==> src/rtl/jdcc_pkg.sv <==
// shared types, constants and codes for the joystick drive command conditioner
// no dependencies; imported by every module of the block
`default_nettype none

package jdcc_pkg;

  // default axis full scale
  localparam int unsigned AXIS_FULL_SCALE_DEF = 32768;

  // percent multiplier and clamp limits
  localparam int unsigned PCT_SCALE   = 100;
  localparam int unsigned PCT_LIMIT   = 100;
  localparam int unsigned VERT_LIMIT  = 50;
  localparam int unsigned VERT_OFFSET = 50;

  // configuration port
  localparam int unsigned CFG_IDX_W  = 3;
  localparam int unsigned CFG_DATA_W = 16;

  localparam logic [CFG_IDX_W-1:0] REG_BTN_R_ENABLE     = 3'd0;
  localparam logic [CFG_IDX_W-1:0] REG_BTN_Z_DOWN       = 3'd1;
  localparam logic [CFG_IDX_W-1:0] REG_BTN_LIGHT        = 3'd2;
  localparam logic [CFG_IDX_W-1:0] REG_BTN_Z_UP         = 3'd3;
  localparam logic [CFG_IDX_W-1:0] REG_DEAD_ZONE        = 3'd4;
  localparam logic [CFG_IDX_W-1:0] REG_CHANGE_THRESHOLD = 3'd5;

  localparam logic [4:0]  RST_BTN_R_ENABLE     = 5'd0;
  localparam logic [4:0]  RST_BTN_Z_DOWN       = 5'd1;
  localparam logic [4:0]  RST_BTN_LIGHT        = 5'd2;
  localparam logic [4:0]  RST_BTN_Z_UP         = 5'd3;
  localparam logic [14:0] RST_DEAD_ZONE        = 15'd4000;
  localparam logic [15:0] RST_CHANGE_THRESHOLD = 16'd400;

  // event modes
  localparam logic [1:0] MODE_AXIS    = 2'd0;
  localparam logic [1:0] MODE_PRESS   = 2'd1;
  localparam logic [1:0] MODE_RELEASE = 2'd2;

  // vertical direction codes (two's complement -1, 0, +1)
  localparam logic [1:0] DIR_STOP = 2'b00;
  localparam logic [1:0] DIR_POS  = 2'b01;
  localparam logic [1:0] DIR_NEG  = 2'b11;

  // result kinds
  localparam logic KIND_DRIVE  = 1'b0;
  localparam logic KIND_BUTTON = 1'b1;

  typedef struct packed {
    logic [4:0]  btn_r_enable;
    logic [4:0]  btn_z_down;
    logic [4:0]  btn_light;
    logic [4:0]  btn_z_up;
    logic [14:0] dead_zone;
    logic [15:0] change_threshold;
  } cfg_t;

  typedef struct packed {
    logic [1:0]         mode;
    logic signed [15:0] axis_x;
    logic signed [15:0] axis_y;
    logic signed [15:0] axis_z;
    logic signed [15:0] axis_r;
    logic [3:0]         hat_pos;
    logic [4:0]         button_id;
  } in_item_t;

  typedef struct packed {
    logic               kind;
    logic signed [7:0]  cmd_x;
    logic signed [7:0]  cmd_y;
    logic signed [7:0]  cmd_z;
    logic signed [7:0]  cmd_r;
    logic [3:0]         cam_cmd;
    logic               light_cmd;
    logic [4:0]         button_code;
  } out_item_t;

  typedef struct packed {
    logic signed [15:0] last_x;
    logic signed [15:0] last_y;
    logic signed [15:0] last_z;
    logic signed [15:0] last_r;
    logic [1:0]         vertical_dir;
    logic               light_on;
    logic               rot_enabled;
  } state_t;

endpackage

`default_nettype wire

==> src/rtl/joystick_drive_command_conditioner_core.sv <==
// top level of the joystick drive command conditioner
// depends on jdcc_pkg, jdcc_cfg_regs, jdcc_scale and jdcc_event
//
//   channel | direction | ports                    | word
//   --------+-----------+--------------------------+------------------------------------
//   in_     | sink      | tvalid tready tdata tuser| joystick event (axes, hat, button)
//   out_    | source    | tvalid tready tdata tuser| drive command or button code
//   cfg_    | sink      | we index wdata           | one register per write
//
// one word per cycle sustained while the output is not stalled; each word is held in the
// input register and its result is registered into the output register
// the event logic between the two registers sets the rate: one decode and one
// constant multiply per axis
// reset clears valid flags, stored axes, vertical direction, light and rotation enable
// a stalled output holds the input register, also for events that give no result
`default_nettype none

module joystick_drive_command_conditioner_core #(
  parameter int unsigned AXIS_FULL_SCALE = jdcc_pkg::AXIS_FULL_SCALE_DEF
) (
  input  logic                            clk,
  input  logic                            rst_n,
  // input events
  input  logic                            in_tvalid,
  output logic                            in_tready,
  input  logic [79:0]                     in_tdata,   // axis_x, axis_y, axis_z, axis_r,
                                                      // hat_pos, button_id, zero pad
  input  logic [1:0]                      in_tuser,   // mode
  // results
  output logic                            out_tvalid,
  input  logic                            out_tready,
  output logic [47:0]                     out_tdata,  // cmd_x, cmd_y, cmd_z, cmd_r,
                                                      // cam_cmd, light_cmd, button_code, pad
  output logic [0:0]                      out_tuser,  // kind
  // configuration
  input  logic                            cfg_we,
  input  logic [jdcc_pkg::CFG_IDX_W-1:0]  cfg_index,
  input  logic [jdcc_pkg::CFG_DATA_W-1:0] cfg_wdata
);
  import jdcc_pkg::*;

  cfg_t      cfg;
  in_item_t  in_item;
  in_item_t  s1_item_r;
  logic      s1_valid_r;
  logic      s1_go;
  state_t    st_r;
  state_t    st_nxt;
  logic      emit;
  out_item_t res;
  out_item_t out_item_r;
  logic      out_valid_r;

  jdcc_cfg_regs u_cfg (
    .clk       (clk),
    .rst_n     (rst_n),
    .cfg_we    (cfg_we),
    .cfg_index (cfg_index),
    .cfg_wdata (cfg_wdata),
    .cfg       (cfg)
  );

  // unpack the event word
  always_comb begin
    in_item.mode      = in_tuser;
    in_item.axis_x    = $signed(in_tdata[15:0]);
    in_item.axis_y    = $signed(in_tdata[31:16]);
    in_item.axis_z    = $signed(in_tdata[47:32]);
    in_item.axis_r    = $signed(in_tdata[63:48]);
    in_item.hat_pos   = in_tdata[67:64];
    in_item.button_id = in_tdata[72:68];
  end

  // input stage moves on whenever the output register is free or draining
  assign s1_go     = s1_valid_r && (!out_valid_r || out_tready);
  assign in_tready = !s1_valid_r || s1_go;

  always_ff @(posedge clk) begin
    if (!rst_n) begin
      s1_valid_r <= 1'b0;
    end else if (in_tvalid && in_tready) begin
      s1_valid_r <= 1'b1;
    end else if (s1_go) begin
      s1_valid_r <= 1'b0;
    end
  end

  always_ff @(posedge clk) begin
    if (in_tvalid && in_tready) begin
      s1_item_r <= in_item;
    end
  end

  jdcc_event #(.AXIS_FULL_SCALE(AXIS_FULL_SCALE)) u_event (
    .item   (s1_item_r),
    .cfg    (cfg),
    .st     (st_r),
    .st_nxt (st_nxt),
    .emit   (emit),
    .res    (res)
  );

  // block state commits together with the word that changes it
  always_ff @(posedge clk) begin
    if (!rst_n) begin
      st_r <= '0;
    end else if (s1_go) begin
      st_r <= st_nxt;
    end
  end

  // output register
  always_ff @(posedge clk) begin
    if (!rst_n) begin
      out_valid_r <= 1'b0;
    end else if (s1_go && emit) begin
      out_valid_r <= 1'b1;
    end else if (out_tready) begin
      out_valid_r <= 1'b0;
    end
  end

  always_ff @(posedge clk) begin
    if (s1_go && emit) begin
      out_item_r <= res;
    end
  end

  assign out_tvalid = out_valid_r;
  assign out_tuser  = out_item_r.kind;
  assign out_tdata  = {6'd0,
                       out_item_r.button_code,
                       out_item_r.light_cmd,
                       out_item_r.cam_cmd,
                       out_item_r.cmd_r,
                       out_item_r.cmd_z,
                       out_item_r.cmd_y,
                       out_item_r.cmd_x};

  // pad bits of the event word carry nothing
  logic unused_pad;
  assign unused_pad = ^in_tdata[79:73];

endmodule

`default_nettype wire

==> src/rtl/jdcc_cfg_regs.sv <==
// configuration register file, write only
// depends on jdcc_pkg
`default_nettype none

module jdcc_cfg_regs (
  input  logic                            clk,
  input  logic                            rst_n,
  input  logic                            cfg_we,
  input  logic [jdcc_pkg::CFG_IDX_W-1:0]  cfg_index,
  input  logic [jdcc_pkg::CFG_DATA_W-1:0] cfg_wdata,
  output jdcc_pkg::cfg_t                  cfg
);
  import jdcc_pkg::*;

  cfg_t cfg_r;

  always_ff @(posedge clk) begin
    if (!rst_n) begin
      cfg_r.btn_r_enable     <= RST_BTN_R_ENABLE;
      cfg_r.btn_z_down       <= RST_BTN_Z_DOWN;
      cfg_r.btn_light        <= RST_BTN_LIGHT;
      cfg_r.btn_z_up         <= RST_BTN_Z_UP;
      cfg_r.dead_zone        <= RST_DEAD_ZONE;
      cfg_r.change_threshold <= RST_CHANGE_THRESHOLD;
    end else if (cfg_we) begin
      unique case (cfg_index)
        REG_BTN_R_ENABLE:     cfg_r.btn_r_enable     <= cfg_wdata[4:0];
        REG_BTN_Z_DOWN:       cfg_r.btn_z_down       <= cfg_wdata[4:0];
        REG_BTN_LIGHT:        cfg_r.btn_light        <= cfg_wdata[4:0];
        REG_BTN_Z_UP:         cfg_r.btn_z_up         <= cfg_wdata[4:0];
        REG_DEAD_ZONE:        cfg_r.dead_zone        <= cfg_wdata[14:0];
        REG_CHANGE_THRESHOLD: cfg_r.change_threshold <= cfg_wdata[15:0];
        default: ;  // unmapped index, ignored
      endcase
    end
  end

  assign cfg = cfg_r;

endmodule

`default_nettype wire

==> src/rtl/jdcc_scale.sv <==
// signed axis to clamped percent: value * 100 / DIVISOR, truncated toward zero
// depends on jdcc_pkg; the divide is a constant reciprocal multiply
`default_nettype none

module jdcc_scale #(
  parameter int unsigned DIVISOR = jdcc_pkg::AXIS_FULL_SCALE_DEF,
  parameter int unsigned LIMIT   = jdcc_pkg::PCT_LIMIT
) (
  input  logic signed [15:0] value,
  output logic [16:0]        mag,
  output logic signed [7:0]  pct
);
  import jdcc_pkg::*;

  // 100 * |value| stays below 2^NUM_W
  localparam int unsigned NUM_W  = 22;
  localparam int unsigned DIV_L  = $clog2(DIVISOR);
  localparam int unsigned SHIFT  = NUM_W + DIV_L;
  // rounded-up reciprocal gives an exact floor for every numerator below 2^NUM_W
  localparam longint unsigned RECIP = ((64'd1 << SHIFT) + DIVISOR - 1) / DIVISOR;
  localparam longint unsigned MULT  = RECIP * PCT_SCALE;
  localparam int unsigned MULT_W = $clog2(MULT + 1);
  localparam int unsigned PROD_W = 17 + MULT_W;

  localparam logic [PROD_W-1:0] MULT_C  = PROD_W'(MULT);
  localparam logic [PROD_W-1:0] LIM_NEG = PROD_W'(LIMIT);
  localparam logic [PROD_W-1:0] LIM_POS = PROD_W'(LIMIT - 1);

  logic signed [16:0] ext;
  logic               neg;
  logic [PROD_W-1:0]  prod;
  logic [PROD_W-1:0]  quot;
  logic [7:0]         mag_c;

  always_comb begin
    ext  = {value[15], value};
    neg  = value[15];
    mag  = neg ? 17'(-ext) : 17'(ext);
    prod = PROD_W'(mag) * MULT_C;
    quot = prod >> SHIFT;
    if (neg) begin
      mag_c = (quot > LIM_NEG) ? 8'(LIMIT) : quot[7:0];
      pct   = $signed(8'd0 - mag_c);
    end else begin
      mag_c = (quot > LIM_POS) ? 8'(LIMIT - 1) : quot[7:0];
      pct   = $signed(mag_c);
    end
  end

endmodule

`default_nettype wire

==> src/rtl/jdcc_event.sv <==
// event decode, state update and result formation for one word
// depends on jdcc_pkg and jdcc_scale
`default_nettype none

module jdcc_event #(
  parameter int unsigned AXIS_FULL_SCALE = jdcc_pkg::AXIS_FULL_SCALE_DEF
) (
  input  jdcc_pkg::in_item_t  item,
  input  jdcc_pkg::cfg_t      cfg,
  input  jdcc_pkg::state_t    st,
  output jdcc_pkg::state_t    st_nxt,
  output logic                emit,
  output jdcc_pkg::out_item_t res
);
  import jdcc_pkg::*;

  logic signed [15:0] r_m;
  logic [16:0]        mag_x, mag_y, mag_z, mag_r;
  logic signed [7:0]  pct_x, pct_y, pct_r, q_z;

  // rotation axis reads zero unless enabled
  assign r_m = st.rot_enabled ? item.axis_r : 16'sd0;

  jdcc_scale #(.DIVISOR(AXIS_FULL_SCALE), .LIMIT(PCT_LIMIT)) u_scale_x (
    .value(item.axis_x), .mag(mag_x), .pct(pct_x)
  );
  jdcc_scale #(.DIVISOR(AXIS_FULL_SCALE), .LIMIT(PCT_LIMIT)) u_scale_y (
    .value(item.axis_y), .mag(mag_y), .pct(pct_y)
  );
  jdcc_scale #(.DIVISOR(AXIS_FULL_SCALE), .LIMIT(PCT_LIMIT)) u_scale_r (
    .value(r_m), .mag(mag_r), .pct(pct_r)
  );
  jdcc_scale #(.DIVISOR(2 * AXIS_FULL_SCALE), .LIMIT(VERT_LIMIT)) u_scale_z (
    .value(item.axis_z), .mag(mag_z), .pct(q_z)
  );

  // movement against stored axes
  function automatic logic moved(input logic signed [15:0] a,
                                 input logic signed [15:0] b,
                                 input logic [15:0]        thr);
    logic signed [16:0] d;
    logic [16:0]        ad;
    d  = {a[15], a} - {b[15], b};
    ad = d[16] ? 17'(-d) : 17'(d);
    return ad > {1'b0, thr};
  endfunction

  logic any_moved;
  logic is_up, is_down, is_light, is_ren;
  logic use_dz, pass;
  logic [7:0] vsum;

  always_comb begin
    any_moved = moved(item.axis_x, st.last_x, cfg.change_threshold) ||
                moved(item.axis_y, st.last_y, cfg.change_threshold) ||
                moved(item.axis_z, st.last_z, cfg.change_threshold) ||
                moved(r_m,         st.last_r, cfg.change_threshold);
    is_up    = item.button_id == cfg.btn_z_up;
    is_down  = item.button_id == cfg.btn_z_down;
    is_light = item.button_id == cfg.btn_light;
    is_ren   = item.button_id == cfg.btn_r_enable;

    st_nxt = st;
    emit   = 1'b0;
    use_dz = 1'b1;
    pass   = 1'b0;

    unique case (item.mode)
      MODE_AXIS: begin
        if (any_moved) begin
          st_nxt.last_x = item.axis_x;
          st_nxt.last_y = item.axis_y;
          st_nxt.last_z = item.axis_z;
          st_nxt.last_r = r_m;
          emit = 1'b1;
        end
      end
      MODE_PRESS: begin
        // z up wins, then z down, light, rotation enable
        if (is_up) begin
          st_nxt.vertical_dir = DIR_NEG;
          emit   = 1'b1;
          use_dz = 1'b0;
        end else if (is_down) begin
          st_nxt.vertical_dir = DIR_POS;
          emit   = 1'b1;
          use_dz = 1'b0;
        end else if (is_light) begin
          st_nxt.light_on = ~st.light_on;
          st_nxt.last_x   = item.axis_x;
          st_nxt.last_y   = item.axis_y;
          st_nxt.last_z   = item.axis_z;
          st_nxt.last_r   = r_m;
          emit = 1'b1;
        end else if (is_ren) begin
          st_nxt.rot_enabled = 1'b1;
        end else begin
          pass = 1'b1;
          emit = 1'b1;
        end
      end
      MODE_RELEASE: begin
        if (is_up || is_down) begin
          st_nxt.vertical_dir = DIR_STOP;
          emit   = 1'b1;
          use_dz = 1'b0;
        end else if (is_ren) begin
          st_nxt.rot_enabled = 1'b0;
        end else begin
          pass = 1'b1;
          emit = 1'b1;
        end
      end
      default: ;  // unused mode, dropped
    endcase

    vsum = 8'($unsigned(q_z) + 8'(VERT_OFFSET));

    res = '0;
    if (pass) begin
      res.kind        = KIND_BUTTON;
      res.button_code = item.button_id;
    end else begin
      res.kind  = KIND_DRIVE;
      res.cmd_x = (use_dz && mag_x <= {2'b00, cfg.dead_zone}) ? 8'sd0 : pct_x;
      res.cmd_y = (use_dz && mag_y <= {2'b00, cfg.dead_zone}) ? 8'sd0 : pct_y;
      res.cmd_r = (use_dz && mag_r <= {2'b00, cfg.dead_zone}) ? 8'sd0 : pct_r;
      case (st_nxt.vertical_dir)
        DIR_POS: res.cmd_z = $signed(vsum);
        DIR_NEG: res.cmd_z = $signed(8'd0 - vsum);
        default: res.cmd_z = 8'sd0;
      endcase
      res.cam_cmd   = item.hat_pos;
      res.light_cmd = st_nxt.light_on;
    end
  end

  // z magnitude is not needed beyond the scaler
  logic unused_mag_z;
  assign unused_mag_z = ^mag_z;

endmodule

`default_nettype wire

==> config.mk <==
export PLATFORM = sky130hd
export DESIGN_NAME = joystick_drive_command_conditioner_core
export DESIGN_NICKNAME = d
export VERILOG_FILES = /design/src/rtl/jdcc_pkg.sv /design/src/rtl/joystick_drive_command_conditioner_core.sv /design/src/rtl/jdcc_cfg_regs.sv /design/src/rtl/jdcc_scale.sv /design/src/rtl/jdcc_event.sv
export SDC_FILE = /design/constraint.sdc
export NUM_CORES = 1
export LEC_CHECK = 0
export ABC_AREA = 1
export BUFFER_PORTS_ARGS = -buffer_cell sky130_fd_sc_hd__buf_2
export CAP_MARGIN = 30
export CORE_UTILIZATION = 55
export DETAILED_ROUTE_END_ITERATION = 8
export PLACE_DENSITY_LB_ADDON = 0.3
export SYNTH_ARGS = -nofsm -noshare
export SYNTH_HDL_FRONTEND = slang
export SYNTH_HIERARCHICAL = 1
export SYNTH_SLANG_ARGS = --single-unit
export TNS_END_PERCENT = 20
==> constraint.sdc <==
create_clock -name clk -period 7.22 [get_ports clk]
set_clock_uncertainty 0.15 [all_clocks]
set_input_delay 1.444 -clock clk [delete_from_list [all_inputs] [get_ports clk]]
set_output_delay 1.444 -clock clk [all_outputs]
set_load 0.05 [all_outputs]
* Word level (Yosys, flattened, before mapping)
Index checks and enable logic that the tools add are counted.
Operators by class: add/subtract/negate cells 18, divide/modulo/power cells 0, bitwise gates (word level) 1, mux-type cells 61, equal/unequal tests 21, order comparisons 15, shifts and indexed selects 0, reduce and logical (&&, ||, !) cells 31, multipliers 4
Operators by type and width (number):
- $mux W64 | 4
- $mux W17 | 8
- $pmux W64 S2 | 1
- $mux W8 | 12
- $mul A17 B5 Y22 const B | 4
- $gt A17 B16 Y1 | 4
- $neg A16 Y17 | 4
- $neg A17 Y17 | 4
- $sub A16 B16 Y17 | 4
- $gt A9 B7 Y1 const B | 6
- $le A17 B15 Y1 | 3
- $sub A1 B8 Y8 const A | 5
- $mux W1 | 24
- $eq A5 B5 Y1 | 4
- $gt A8 B6 Y1 const B | 2
- $mux W16 | 1
- $pmux W8 S2 | 1
- $reduce_and A2 Y1 | 6
- $mux W2 | 5
- $add A8 B6 Y8 const B | 1
- $ne A2 B1 Y1 const B | 4
- $ne A2 B2 Y1 const B | 4
- $reduce_and A8 Y1 | 1
- $reduce_bool A2 Y1 | 4
- other kinds (16) | 35
Word-level totals: latch bits 0, memory bits (read-only) 0, memories 0, RAM bits 0, register bits 239

* Depth between registers and ports, before layout
depth in word-level cells 11, mapped depth 43, gate-level depth less buffers 42

* Hierarchy
Netlist, hierarchy kept.
By module, submodules not included:
- jdcc_event | area an instance 11421.0 sq um, seq. area each 0.0 sq um, cells an instance 2159, instances 1
- joystick_drive_command_conditioner_core | area an instance 6746.5 sq um, seq. area each 4944.7 sq um, cells an instance 587, instances 1
- jdcc_scale (u_event.u_scale_y) | area an instance 2531.2 sq um, seq. area each 0.0 sq um, cells an instance 390, instances 1
- jdcc_scale (u_event.u_scale_r) | area an instance 2472.4 sq um, seq. area each 0.0 sq um, cells an instance 380, instances 1
- jdcc_scale (u_event.u_scale_x) | area an instance 2459.9 sq um, seq. area each 0.0 sq um, cells an instance 371, instances 1
- jdcc_scale (u_event.u_scale_z) | area an instance 2359.8 sq um, seq. area each 0.0 sq um, cells an instance 359, instances 1
- jdcc_cfg_regs | area an instance 2079.5 sq um, seq. area each 1021.0 sq um, cells an instance 296, instances 1

* Worst setup path before layout
No wires, ideal clock.
path type reg-to-reg, start point register st_r[0] (netlist bit), end point register out_item_r (netlist bit out_tdata[0]), enable pin, arrival time 6.145 ns, setup time 0.444 ns, cell stages (with the launch flop) 38, setup slack 0.481 ns, path buffers 5, path through dfxtp_1 > clkbuf_1 > clkbuf_1 > nand2_1 > ha_1 > fa_1 > nand3b_1 > nand2_1 > nand2_1 > nand2_1 > nand3b_1 > nand2_1 > nand2_1 > nand2_1 > clkbuf_1 > nand2_1 > xor2_1 > ha_1 > (+2 left out) > nand3b_1 > nand3_1 > nand2_1 > nand2_1 > nand2_1 > nand2_1 > nand2_1 > nand2_1 > nand2_1 > inv_1 > nor2_1 > nand3_2 > buf_6 > buf_6 > nand2_2 > a21oi_2 > inv_1 > nor2_1
On the way: word-level cells in the longest chain between the ends 9
Ends and longest elaborated chain:
- start, declared | RTL line joystick_drive_command_conditioner_core.sv:47 | state_t st_r;
- start signal, assigned | RTL line joystick_drive_command_conditioner_core.sv:108 | st_r <= st_nxt;
- $mux W16 * | RTL line jdcc_event.sv:22 | assign r_m = st.rot_enabled ? item.axis_r : 16'sd0;
- $sub A16 B16 Y17 * | RTL line jdcc_event.sv:43 | d = {a[15], a} - {b[15], b};
- $neg A17 Y17 | RTL line jdcc_event.sv:44 | ad = d[16] ? 17'(-d) : 17'(d);
- $mux W17 * | RTL line jdcc_event.sv:44
- $gt A17 B16 Y1 * | RTL line jdcc_event.sv:45 | return ad > {1'b0, thr};
- $logic_or A1 B1 Y1 * | RTL line jdcc_event.sv:56 | moved(item.axis_z, st.last_z, cfg.change_threshold) ||
- $mux W1 * | RTL line jdcc_event.sv:70 | if (any_moved) begin
- $pmux W1 S3 * | RTL line jdcc_event.sv:68 | unique case (item.mode)
- via emit | RTL line joystick_drive_command_conditioner_core.sv:49 | logic emit;
- $logic_and A1 B1 Y1 * | RTL line joystick_drive_command_conditioner_core.sv:124 | if (s1_go && emit) begin
- end signal, assigned | RTL line joystick_drive_command_conditioner_core.sv:125 | out_item_r <= res;
- end, declared | RTL line joystick_drive_command_conditioner_core.sv:51 | out_item_t out_item_r;
Mark *: on every way through the listed nets, which the timed path passes. The rest lies on a longest branch. A chain may end at the register's enable or synchronous reset.

* Worst setup path after layout
start point register s1_item_r[27] (netlist bit), end point register out_item_r (netlist bit out_tdata[23]), data pin
On the way: word-level cells in the longest chain between the ends 10, elaborated cells between the ends (all ways) 12, classes of those cells add/sub: 4; mul: 1; order compare: 2; mux: 5
Ends and longest elaborated chain:
- start, declared | RTL line joystick_drive_command_conditioner_core.sv:44 | in_item_t s1_item_r;
- start signal, assigned | RTL line joystick_drive_command_conditioner_core.sv:90 | s1_item_r <= in_item;
- $neg A16 Y17 | RTL line jdcc_scale.sv:38 | mag = neg ? 17'(-ext) : 17'(ext);
- $mux W17 * | RTL line jdcc_scale.sv:38
- $mul A17 B5 Y22 * | RTL line jdcc_scale.sv:39 | prod = PROD_W'(mag) * MULT_C;
- $gt A8 B6 Y1 | RTL line jdcc_scale.sv:42 | mag_c = (quot > LIM_NEG) ? 8'(LIMIT) : quot[7:0];
- $mux W8 | RTL line jdcc_scale.sv:42
- $sub A1 B8 Y8 | RTL line jdcc_scale.sv:43 | pct = $signed(8'd0 - mag_c);
- $mux W8 * | RTL line jdcc_scale.sv:41 | if (neg) begin
- via u_event.q_z[2] | RTL line jdcc_event.sv:19 | logic signed [7:0] pct_x, pct_y, pct_r, q_z;
- $add A8 B6 Y8 * | RTL line jdcc_event.sv:117 | vsum = 8'($unsigned(q_z) + 8'(VERT_OFFSET));
- $sub A1 B8 Y8 | RTL line jdcc_event.sv:130 | DIR_NEG: res.cmd_z = $signed(8'd0 - vsum);
- $pmux W8 S2 * | RTL line jdcc_event.sv:128 | case (st_nxt.vertical_dir)
Marks and branches as above.

==> out/qor.txt <==
vias per cell: 5.307
RD Place Congestion: 0.9186
initial antenna violation count: 3
Flop pwr share: 0.210
Post-DP HPWL: 60110 um
total area of sequential cells: 0.005969 mm2
vias in the first global route: 25413
DR top layer: met5
WL final: 76900 um
routed vias: 28404
max-cap violations: 0
DR DRC count: 0
Port-buffer cells: 143
fin crit share: 0.9085
Metal-1 WL: 34630 um
CTS Root Cell: clkbuf_16
CTS tree: yes
Hold WS: 0.3196 ns
Worst-Margin Slew: 0.9624 ns
Worst Setup Slack, final: 0.6609 ns
DR iter-0 viols: 1842
final setup TNS: 0 ns
Routed Antenna Nets: 0
Ys Warns: 6
GRT Total Usage: 0.2704
Site Rows: 85
largest net degree at the start of global routing: 91
HP Class: reg2reg
Max-slew headroom: 0.3568
Clock power frac: 0.197
global-route wire length before repair: 124900 um
Period minus WS final: 6.559 ns
worst path required time: 7.49 ns
max incr delay on CP: 0.50 ns
Clock Sinks: 239
Reg clk slew, reported paths: 0.06 ns
Layout fillers: 5105
crit-path most repeated cell: nand2_1
pre-CTS worst setup slack: 0.3919 ns
H-tree depth: 1
Crit Path Category: reg2reg
Clk Latency, worst-skew pair: 0.60 ns
Peak VDD IR: 0.0001916 V
met3 WL: 4267 um
syn avg cell area: 6.620 um2
Worst setup EP type: register
Initial Utilization: 0.5574
Leak: 0.01743 uW
met2 routed WL: 35560 um
DIE HEIGHT: 235.8 um
Multi-input gate area: 0.02048 mm2
Logic pwr share: 0.593
Internal Power: 4008 uW
first drt pass iteration count: 6
Die Area: 0.05559 mm2
P per Cell Area: 237.3 mW/mm2
post-placement cell count: 5291
core area: 0.05392 mm2
Psw: 3639 uW
slowest CP cell: edfxtp_1
synth-to-layout area growth: 7.227%
Overflow after GRT: 0
final non-filler cell total: 5352
Hold Fails Final Rpt: 0
share of cells above drive strength 1: 0.08444
maximum clock insertion buffer count: 3
Sw Share: 0.4758
Avg WL per Cell: 14.37 um
Top Ports: 157
Startpoint Class: register
CTS buffer count: 29
Netlist Area Pre-Place: 0.03006 mm2
fmax: 152.5 MHz
run status: finished clean
CP Data Arrival Time: 6.83 ns
nets: 5192
Die W: 235.8 um
crit path max fanout: 6
pins over their slew limit: 0
Setup Viol. Count Final: 0
post-synthesis instance total: 4540
-- power groups by stage --
stage	logic, uW	registers, uW	clock network (uW)
floorplan	3600	1660	0
global placement	4390	1630	0
detailed placement	4470	1630	0
CTS	4500	1600	1540
global route	5210	1610	1580
finish	4530	1600	1510
-- final timing paths --
| path | start | endpoint | slack (ns) | cells after the start |
|---|---|---|---|---|
| setup / recovery | s1_item_r[27] | out_tdata[23] | 0.66 | 34 |
| hold / removal | u_cfg/cfg[7] | u_cfg/cfg[7] | 0.32 | 2 |
| setup reg to reg | s1_item_r[27] | out_tdata[23] | 0.66 | 34 |
| hold reg to reg | u_cfg/cfg[7] | u_cfg/cfg[7] | 0.32 | 2 |
-- routing by layer --
metal,vias up,GRT usage
li1,14762,-
met1,12838,0.3552
met2,699,0.4632
met3,103,0.02873
met4,2,0.08616
met5,-,0
-- through the flow --
step	area, um2	power (uW)	utilization
after floorplan	30100	5252	-
after global placement	31180	6016	0.5782
after detailed placement	31180	6102	0.5782
after CTS	32140	7641	0.5961
after global routing	32230	8409	0.5977
final	32230	7647	0.5977
-- layout make-up --
| type | instances | area share |
|---|---|---|
| diodes | 2 | 0.0001553 |
| clock buffers | 32 | 0.02318 |
| clock inverters | 22 | 0.006794 |
| inverters | 785 | 0.09155 |
| multi-input cells | 3402 | 0.6356 |
| flip-flops and latches | 239 | 0.1852 |
| well taps | 696 | 0.02702 |
| repair buffers | 174 | 0.03052 |
-- worst max-delay path, delay by kind of cell (launching register included) --
| family | cells | cell delay, ns |
|---|---|---|
| and+or+nand+nor | 18 | 2.23 |
| adders and majority gates | 6 | 1.86 |
| AOI/OAI and AO/OA | 4 | 0.95 |
| xor gates and xnor gates | 2 | 0.53 |
| DFF | 1 | 0.50 |
| buffers and inverters | 4 | 0.20 |
-- cells in the final DEF (no fill, tap or decap), types with 51 or more instances in the layout --
cell,count
xor2_1,99
dfxtp_1,120
nand2_2,57
a22oi_1,51
ha_1,410
o21ai_0,99
nor2_1,437
nand3_1,413
inv_1,766
a21oi_1,244
nand2_1,1127
buf_2,142
edfxtp_1,118
-- registers in the layout, summed over array words and instances (netlist names) --
name and flops:
s1_item_r 75, st_r 68, out_tuser 1, out_tdata 42, u_cfg/cfg 51, out_tvalid 1
s1_valid_r 1
-- what timing repair did --
action / CTS / global route
endpoints found under the setup margin: 0 / 5
hold buffers: 0 / 0
setup buffers: 0 / 4
gates resized for setup: 0 / 3
hold endpoints to repair: 0 / 0
(Power assumes the default switching activity.)
